==> config.mk <==
export PLATFORM = sky130hd
export DESIGN_NAME = middle_square_weyl_random_top
export DESIGN_NICKNAME = d
export VERILOG_FILES = /design/src/msw_pkg.sv /design/src/msw_front.sv /design/src/msw_queue.sv /design/src/msw_back.sv /design/src/middle_square_weyl_random_top.sv
export VERILOG_INCLUDE_DIRS = /design/src /design/src/src
export SDC_FILE = /design/constraint.sdc
export NUM_CORES = 2
export LEC_CHECK = 0
export BUFFER_PORTS_ARGS = -buffer_cell sky130_fd_sc_hd__buf_4
export CORE_UTILIZATION = 60
export DETAILED_ROUTE_END_ITERATION = 7
export PLACE_DENSITY = 0.74
export SKIP_CTS_REPAIR_TIMING = 1
export SYNTH_ARGS = -nofsm -noshare
export SYNTH_HDL_FRONTEND = slang
export SYNTH_SLANG_ARGS = --single-unit
==> constraint.sdc <==
create_clock -name clk -period 20.8 [get_ports clk]
set_clock_uncertainty 0.2 [all_clocks]
set_input_delay 3.12 -clock clk [delete_from_list [all_inputs] [get_ports clk]]
set_output_delay 3.12 -clock clk [all_outputs]
set_load 0.005 [all_outputs]
==> src/assert_macros.svh <==
// Assertion macros shared by the generator's RTL modules.
`ifndef ASSERT_MACROS_SVH
`define ASSERT_MACROS_SVH

`ifndef ASSERT_OFF
`define ASSERT_PROP(label, clk, rst, prop) \
  label: assert property (@(posedge clk) disable iff (rst) (prop)) \
    else $error("assertion failed");
`define ASSERT_NEVER(label, clk, rst, expr) \
  label: assert property (@(posedge clk) disable iff (rst) !(expr)) \
    else $error("forbidden condition seen");
`else
`define ASSERT_PROP(label, clk, rst, prop)
`define ASSERT_NEVER(label, clk, rst, expr)
`endif

`endif

==> src/msw_pkg.sv <==
// Types and constants of the middle-square Weyl generator.
`default_nettype none
package msw_pkg;

  localparam int HALF_W          = 32;
  localparam int STATE_W         = 64;
  localparam int VALUE_W         = 31;
  localparam int DIV_BITS        = 4;
  localparam int DIV_STEPS       = STATE_W / DIV_BITS;
  localparam int QUEUE_DEPTH_DEF = 4;

  localparam logic [STATE_W-1:0] WEYL_STEP = 64'hb5ad4eceda1ce2a9;

  typedef enum logic [1:0] {
    OP_SEED     = 2'd0,
    OP_DRAW     = 2'd1,
    OP_DRAW_ERR = 2'd2
  } op_t;

  typedef struct packed {
    op_t               op;
    logic [HALF_W-1:0] operand;
  } item_t;

  typedef enum logic [2:0] {
    B_IDLE   = 3'd0,
    B_MUL_LO = 3'd1,
    B_MUL_HI = 3'd2,
    B_SUM    = 3'd3,
    B_DIV    = 3'd4,
    B_OUT    = 3'd5
  } back_state_t;

  function automatic logic [STATE_W-1:0] swap_halves(input logic [STATE_W-1:0] x);
    return {x[HALF_W-1:0], x[STATE_W-1:HALF_W]};
  endfunction

endpackage
`default_nettype wire

==> src/msw_front.sv <==
// Input stage: accept items, classify them as seed, draw or bad-range draw.
`default_nettype none
module msw_front
  import msw_pkg::*;
(
  input  wire logic                clk,
  input  wire logic                rst,
  input  wire logic                s_tvalid,
  output logic                     s_tready,
  input  wire logic [2*HALF_W-1:0] s_tdata,   // seed_value, range_limit
  input  wire logic                s_tuser,   // mode
  output logic                     push_valid,
  input  wire logic                push_ready,
  output item_t                    push_item
);

  logic              slot_valid;
  item_t             slot;
  item_t             slot_next;
  logic [HALF_W-1:0] seed_in;
  logic [HALF_W-1:0] range_in;

  assign seed_in  = s_tdata[HALF_W-1:0];
  assign range_in = s_tdata[2*HALF_W-1:HALF_W];

  always_comb begin
    slot_next.operand = seed_in;
    slot_next.op      = OP_SEED;
    if (s_tuser) begin
      slot_next.operand = range_in;
      if (range_in[HALF_W-1] || (range_in == '0)) begin
        slot_next.op = OP_DRAW_ERR;
      end else begin
        slot_next.op = OP_DRAW;
      end
    end
  end

  assign s_tready   = !slot_valid || push_ready;
  assign push_valid = slot_valid;
  assign push_item  = slot;

  always_ff @(posedge clk) begin
    if (rst) begin
      slot_valid <= 1'b0;
    end else if (s_tvalid && s_tready) begin
      slot_valid <= 1'b1;
    end else if (push_ready) begin
      slot_valid <= 1'b0;
    end
  end

  always_ff @(posedge clk) begin
    if (s_tvalid && s_tready) begin
      slot <= slot_next;
    end
  end

endmodule
`default_nettype wire

==> src/msw_queue.sv <==
// Short queue of classified items between front and back.
`default_nettype none
`include "assert_macros.svh"
module msw_queue
  import msw_pkg::*;
#(
  parameter int DEPTH = QUEUE_DEPTH_DEF
) (
  input  wire logic  clk,
  input  wire logic  rst,
  input  wire logic  push_valid,
  output logic       push_ready,
  input  wire item_t push_item,
  output logic       pop_valid,
  input  wire logic  pop,
  output item_t      pop_item
);

  localparam int ADDR_W = (DEPTH > 1) ? $clog2(DEPTH) : 1;
  localparam int CNT_W  = $clog2(DEPTH + 1);
  localparam logic [ADDR_W-1:0] LAST = ADDR_W'(DEPTH - 1);

  item_t             entries [DEPTH];
  logic [ADDR_W-1:0] wr_ptr;
  logic [ADDR_W-1:0] rd_ptr;
  logic [CNT_W-1:0]  count;
  logic              do_push;
  logic              do_pop;

  assign push_ready = (count != CNT_W'(DEPTH));
  assign pop_valid  = (count != '0);
  assign do_push    = push_valid && push_ready;
  assign do_pop     = pop && pop_valid;
  assign pop_item   = entries[rd_ptr];

  always_ff @(posedge clk) begin
    if (rst) begin
      wr_ptr <= '0;
      rd_ptr <= '0;
      count  <= '0;
    end else begin
      if (do_push) begin
        wr_ptr <= (wr_ptr == LAST) ? '0 : wr_ptr + 1'b1;
      end
      if (do_pop) begin
        rd_ptr <= (rd_ptr == LAST) ? '0 : rd_ptr + 1'b1;
      end
      if (do_push && !do_pop) begin
        count <= count + 1'b1;
      end else if (do_pop && !do_push) begin
        count <= count - 1'b1;
      end
    end
  end

  always_ff @(posedge clk) begin
    if (do_push) begin
      entries[wr_ptr] <= push_item;
    end
  end

  `ASSERT_NEVER(a_queue_overfill, clk, rst, count > CNT_W'(DEPTH))

endmodule
`default_nettype wire

==> src/msw_back.sv <==
// Execution unit: seed load, shared-multiplier square, Weyl add, radix-16 remainder.
`default_nettype none
`include "assert_macros.svh"
module msw_back
  import msw_pkg::*;
(
  input  wire logic          clk,
  input  wire logic          rst,
  input  wire logic          pop_valid,
  output logic               pop,
  input  wire item_t         pop_item,
  output logic               m_tvalid,
  input  wire logic          m_tready,
  output logic [HALF_W-1:0]  m_tdata,   // value, zero pad bit
  output logic               m_tuser    // range_error
);

  localparam int CNT_W = $clog2(DIV_STEPS);

  back_state_t        state;
  back_state_t        state_next;
  logic [STATE_W-1:0] square_state;
  logic [STATE_W-1:0] weyl_counter;
  logic [STATE_W-1:0] lo_prod;
  logic [VALUE_W-1:0] cross_prod;
  logic [STATE_W-1:0] sum_next;
  logic [STATE_W-1:0] dividend;
  logic [VALUE_W-1:0] divisor;
  logic [VALUE_W-1:0] rem;
  logic [VALUE_W-1:0] rem_next;
  logic [CNT_W-1:0]   div_cnt;
  logic               bad_range;
  logic [VALUE_W-1:0] res_value;
  logic               hi_sel;
  logic               out_free;
  logic [HALF_W-1:0]  mul_b;
  logic [STATE_W-1:0] product;
  logic [HALF_W:0]    trial;
  logic               seed_pop;

  assign out_free = !m_tvalid || m_tready;
  assign seed_pop = (state == B_IDLE) && pop_valid && (pop_item.op == OP_SEED);
  assign mul_b    = hi_sel ? square_state[STATE_W-1:HALF_W] : square_state[HALF_W-1:0];
  assign product  = STATE_W'(square_state[HALF_W-1:0]) * STATE_W'(mul_b);
  assign sum_next = lo_prod + {cross_prod, {(STATE_W-VALUE_W){1'b0}}} + weyl_counter;

  always_comb begin
    trial = {2'b00, rem};
    for (int i = 0; i < DIV_BITS; i++) begin
      trial = {trial[HALF_W-1:0], dividend[STATE_W-1-i]};
      if (trial >= {2'b00, divisor}) begin
        trial = trial - {2'b00, divisor};
      end
    end
    rem_next = trial[VALUE_W-1:0];
  end

  always_comb begin
    state_next = state;
    case (state)
      B_IDLE: begin
        if (pop_valid && (pop_item.op != OP_SEED)) begin
          state_next = B_MUL_LO;
        end
      end
      B_MUL_LO: state_next = B_MUL_HI;
      B_MUL_HI: state_next = B_SUM;
      B_SUM:    state_next = bad_range ? B_OUT : B_DIV;
      B_DIV: begin
        if (div_cnt == CNT_W'(DIV_STEPS - 1)) begin
          state_next = B_OUT;
        end
      end
      B_OUT: begin
        if (out_free) begin
          state_next = B_IDLE;
        end
      end
      default: state_next = B_IDLE;
    endcase
  end

  always_comb begin
    pop    = 1'b0;
    hi_sel = 1'b0;
    case (state)
      B_IDLE:   pop    = pop_valid;
      B_MUL_HI: hi_sel = 1'b1;
      default: begin
        pop    = 1'b0;
        hi_sel = 1'b0;
      end
    endcase
  end

  always_ff @(posedge clk) begin
    if (rst) begin
      state        <= B_IDLE;
      square_state <= '0;
      weyl_counter <= '0;
      m_tvalid     <= 1'b0;
    end else begin
      state <= state_next;
      if (seed_pop) begin
        square_state <= {pop_item.operand, pop_item.operand};
        weyl_counter <= '0;
      end
      if (state == B_MUL_LO) begin
        weyl_counter <= weyl_counter + WEYL_STEP;
      end
      if (state == B_SUM) begin
        square_state <= swap_halves(sum_next);
      end
      if (state == B_OUT && out_free) begin
        m_tvalid <= 1'b1;
      end else if (m_tready) begin
        m_tvalid <= 1'b0;
      end
    end
  end

  always_ff @(posedge clk) begin
    case (state)
      B_IDLE: begin
        bad_range <= (pop_item.op == OP_DRAW_ERR);
        divisor   <= pop_item.operand[VALUE_W-1:0];
      end
      B_MUL_LO: lo_prod    <= product;
      B_MUL_HI: cross_prod <= product[VALUE_W-1:0];
      B_SUM: begin
        dividend  <= swap_halves(sum_next);
        rem       <= '0;
        div_cnt   <= '0;
        res_value <= '0;
      end
      B_DIV: begin
        dividend  <= {dividend[STATE_W-DIV_BITS-1:0], {DIV_BITS{1'b0}}};
        rem       <= rem_next;
        div_cnt   <= div_cnt + 1'b1;
        res_value <= rem_next;
      end
      B_OUT: begin
        if (out_free) begin
          m_tdata <= {1'b0, res_value};
          m_tuser <= bad_range;
        end
      end
      default: begin
        rem <= rem;
      end
    endcase
  end

  `ASSERT_PROP(a_err_value_zero, clk, rst, (m_tvalid && m_tuser) |-> (m_tdata == '0))
  `ASSERT_PROP(a_rem_below_divisor, clk, rst, (state == B_DIV) |-> (rem < divisor))
  `ASSERT_PROP(a_seed_clears_weyl, clk, rst, seed_pop |=> (weyl_counter == '0))

endmodule
`default_nettype wire

==> src/middle_square_weyl_random_top.sv <==
// Top level of the middle-square Weyl random generator with range reduction.
// A draw passes the front slot, the queue and the back states MUL_LO, MUL_HI, SUM,
// DIV and OUT; a bad-range draw skips DIV. The back unit pops a new item only in IDLE,
// after the last is done; the radix-16 remainder takes 16 steps over the 64-bit state.
// Input is taken while the queue has room, also while a result waits at the output.
// Reset (rst, synchronous) clears the state, Weyl counter, queue and output valid.
`default_nettype none
module middle_square_weyl_random_top
  import msw_pkg::*;
#(
  parameter int QUEUE_DEPTH = QUEUE_DEPTH_DEF
) (
  input  wire logic                clk,
  input  wire logic                rst,
  input  wire logic                s_tvalid,
  output logic                     s_tready,
  input  wire logic [2*HALF_W-1:0] s_tdata,   // seed_value, range_limit
  input  wire logic                s_tuser,   // mode
  output logic                     m_tvalid,
  input  wire logic                m_tready,
  output logic [HALF_W-1:0]        m_tdata,   // value, zero pad bit
  output logic                     m_tuser    // range_error
);

  logic  push_valid;
  logic  push_ready;
  item_t push_item;
  logic  pop_valid;
  logic  pop;
  item_t pop_item;

  msw_front u_front (
    .clk        (clk),
    .rst        (rst),
    .s_tvalid   (s_tvalid),
    .s_tready   (s_tready),
    .s_tdata    (s_tdata),
    .s_tuser    (s_tuser),
    .push_valid (push_valid),
    .push_ready (push_ready),
    .push_item  (push_item)
  );

  msw_queue #(
    .DEPTH (QUEUE_DEPTH)
  ) u_queue (
    .clk        (clk),
    .rst        (rst),
    .push_valid (push_valid),
    .push_ready (push_ready),
    .push_item  (push_item),
    .pop_valid  (pop_valid),
    .pop        (pop),
    .pop_item   (pop_item)
  );

  msw_back u_back (
    .clk       (clk),
    .rst       (rst),
    .pop_valid (pop_valid),
    .pop       (pop),
    .pop_item  (pop_item),
    .m_tvalid  (m_tvalid),
    .m_tready  (m_tready),
    .m_tdata   (m_tdata),
    .m_tuser   (m_tuser)
  );

endmodule
`default_nettype wire
==> impl_metrics.csv <==
group,metric,value,unit
run_status,status,"finished clean",
setup_path,crit_cells,47,
setup_path,critPathSlowestCell,"and3_1",
yosys,avgSynthCellArea,9.44,um^2
floorplanning,pin_count,104,
drt,wirelength,196000,um
clocking,worstSkewPairLatency,0.67,ns
timing,relSlewSlack,0.155,
drt,drc,0,
timing,tns,0,ns
grt,grt_pass1_vias,51600,
yosys,yosysTopAreaCell,"fa_1",
setup_path,worst_path_largest_cell_delay,0.88,ns
yosys,synth_seq_area_share,0.237,
grt,track_usage,0.357,
yosys,syn_inst,7011,
floorplanning,die-area,112000,um^2
yosys,ys_types,78,
timing,period_share,0.691,
setup_path,worst_setup_path_end_kind,"register",
yosys,async_flop_share,0,
timing,worst_pin_slew,1.27,ns
timing,hold_viol,0,
min_path,hold_end,"u_queue.entries[2][33]$_DFFE_PP_",
placed_design,place_congestion,0.968,
drt,num_vias,51100,
min_path,hold_depth,0,
setup_path,path_class,"reg -> reg",
final_layout,mostFrequentLayoutCell,"nand2_1",
clocking,cts_tree,"done",
drt,firstDrtPassIters,5,
placed_design,dp_hpwl,148000,um
min_path,holdCritPathClass,"reg -> reg",
yosys,synth_nets,8502,
placed_design,io_buffers,102,
clocking,cts.sinks,570,
floorplanning,die_x,334,um
yosys,synth_edf_count,428,
min_path,hold_path_startpoint,"u_front.push_item[33]$_SDFFCE_PN0P_",
yosys,synth_top_flop_cell,"edfxtp_1",
setup_path,cp_num_buf_inv,4,
timing,fmax,69.5,MHz
clocking,cts_buffers,66,
yosys,yosysWarnings,0,
final_layout,mostFrequentLayoutCells,"nand2_1 (1,302), inv_1 (1,060), fa_1 (932)",
floorplanning,fp.dieH,334,um
setup_path,reg2reg_setup_slack,6.42,ns
timing,maxSlewViolCount,0,
setup_path,start_kind,"register",
timing,timing.hold.ws,0.271,ns
clocking,cts_buffer_depth,3,
timing,finalSetupViolations,0,
timing,rsz0062_at_grt,"no",
grt,grt_pass1_wl,302000,um
floorplanning,core_area,109000,um^2
drt,wl_per_cell,23.2,um
setup_path,cpMostUsedCell,"ha_1",
yosys,syn-cell-area,66200,um^2
clocking,clk_pin_slew,0.10,ns
drt,avgViaCountPerCell,6.04,
job,drv_cap,0,
timing,fin_crit,14.38,ns
final_layout,finish.net_count,8409,
placed_design,dp_cells,8326,
final_layout,layout-drive-gt1-share,0.0664,
setup_path,rr_endpoint,"u_back.rem[5]$_SDFFCE_PN0P_",
clocking,h-tree-depth,3,
setup_path,cp_max_fo,62,
drt,drtAntennaViolNets,0,
yosys,synth_seq_cells,570,
floorplanning,rows,121,
floorplanning,initial_core_util,0.606,
grt,antenna_found_initial,13,
yosys,synthTopCellsByArea,"fa_1 (28%), edfxtp_1 (19%), ha_1 (9.3%)",
setup_path,crit_arrival,14.61,ns
setup_path,r2r_start,"u_back.divisor[0]$_DFFE_PP_",
final_layout,post_layout_nonfiller_instances,8461,
setup_path,required,21.03,ns
grt,overflow,0,
drt,drt_iter0_drc,4991,
clocking,cts-root-buf,"clkbuf_16",
final_layout,syn2layout_area_growth,6.51,%
yosys,yosys.area.top_type_share,0.282,
setup_path,ff2ff_path_depth,47,
grt,grt_max_degree,75,
setup_path,crit_family,"compound AO/OA/AOI/OAI gates",
[how the worst max path moves through the flow]
stage | endpoint | from | slack (ns)
floorplan | u_back.rem[25]$_SDFFCE_PN0P_ | u_back.dividend[63]$_DFFE_PP_ | 9.61
global placement | u_back.rem[24]$_SDFFCE_PN0P_ | u_back.divisor[0]$_DFFE_PP_ | 6.64
detailed placement | u_back.rem[5]$_SDFFCE_PN0P_ | u_back.divisor[0]$_DFFE_PP_ | 6.65
CTS | u_back.rem[18]$_SDFFCE_PN0P_ | u_back.divisor[0]$_DFFE_PP_ | 6.59
global route | u_back.rem[18]$_SDFFCE_PN0P_ | u_back.divisor[0]$_DFFE_PP_ | 5.55
finish | u_back.rem[5]$_SDFFCE_PN0P_ | u_back.divisor[0]$_DFFE_PP_ | 6.42
[cells by family after synthesis]
| group | Yosys count | synth area share |
|---|---|---|
| compound gates | 1013 | 0.0972 |
| xor+xnor | 273 | 0.0361 |
| fa+ha+maj | 1422 | 0.375 |
| buf+inv | 1423 | 0.0810 |
| flops | 570 | 0.237 |
| mux | 130 | 0.0277 |
| other cells | 1 | 0.0000567 |
| simple gates | 2179 | 0.146 |
[Yosys cell counts, drive strengths merged (6+ instances only)]
library cell and number:
xnor2 175, xor2 98, a221oi 7, o211ai 20
a21o 141, or2 9, a21oi 279, a311oi 7
inv 1061, fa 932, and3 32, o41ai 9
o2111ai 6, nand2b 50, nor2 232, a31o 7
buf 47, and4 8, and2 142, mux4 34
o31ai 43, clkbuf 314, nand2 1309, nor3 43
a21boi 15, nand4 46, dfxtp 142, nor4 17
o22ai 7, nor2b 150, o21bai 43, o21ai 209
edfxtp 428, a31oi 96, or3 30, o21a 35
mux2 84, ha 490, mux2i 12, nand3 94
a211oi 36, a2111oi 8
[worst reg2reg max path, delay by kind of cell, from the launching register on]
family | cells | cell delay, ns
DFF | 1 | 0.50
buffers and inverters | 4 | 1.26
and+or+nand+nor | 8 | 2.29
muxes | 2 | 0.80
AOI/OAI and AO/OA | 28 | 7.32
adders and majority gates | 5 | 1.79
[layer usage]
metal,GRT usage,part of all wire
met1,0.480,0.39
met5,0,0.00016
met2,0.551,0.45
met3,0.0745,0.11
met4,0.174,0.053
[layout make-up]
| class | instances | area [um^2] |
|---|---|---|
| clock inverters | 34 | 360 |
| diodes | 14 | 35.0 |
| inverters | 1062 | 3990 |
| fillers | 8781 | 38700 |
| repair buffers | 200 | 1500 |
| clock buffers | 87 | 1810 |
| flip-flops and latches | 570 | 15700 |
| multi-input cells | 5018 | 45200 |
| well taps | 1476 | 1850 |
[stage by stage]
stage	setup WS [ns]	instance area, um^2	utilization
detailed placement	6.65	68300	0.625
CTS	6.59	70400	0.645
floorplan	9.61	66200	-
global route	5.55	70400	0.645
global placement	6.64	68300	0.625
finish	6.42	70500	0.646
[registers in the layout, summed over array words and instances, names as in the netlist, 31 cells and up, named ones only]
name / cells
u_queue.entries: 136
u_back.dividend: 64
u_back.lo_prod: 64
u_back.square_state: 64
u_back.weyl_counter: 64
u_front.push_item: 34
u_back.cross_prod: 31
u_back.divisor: 31
u_back.m_tdata: 31
u_back.rem: 31
Power is left out: the tool's default activity adds up to more than one toggle a clock period on the data nets, which glitch-free logic cannot reach.
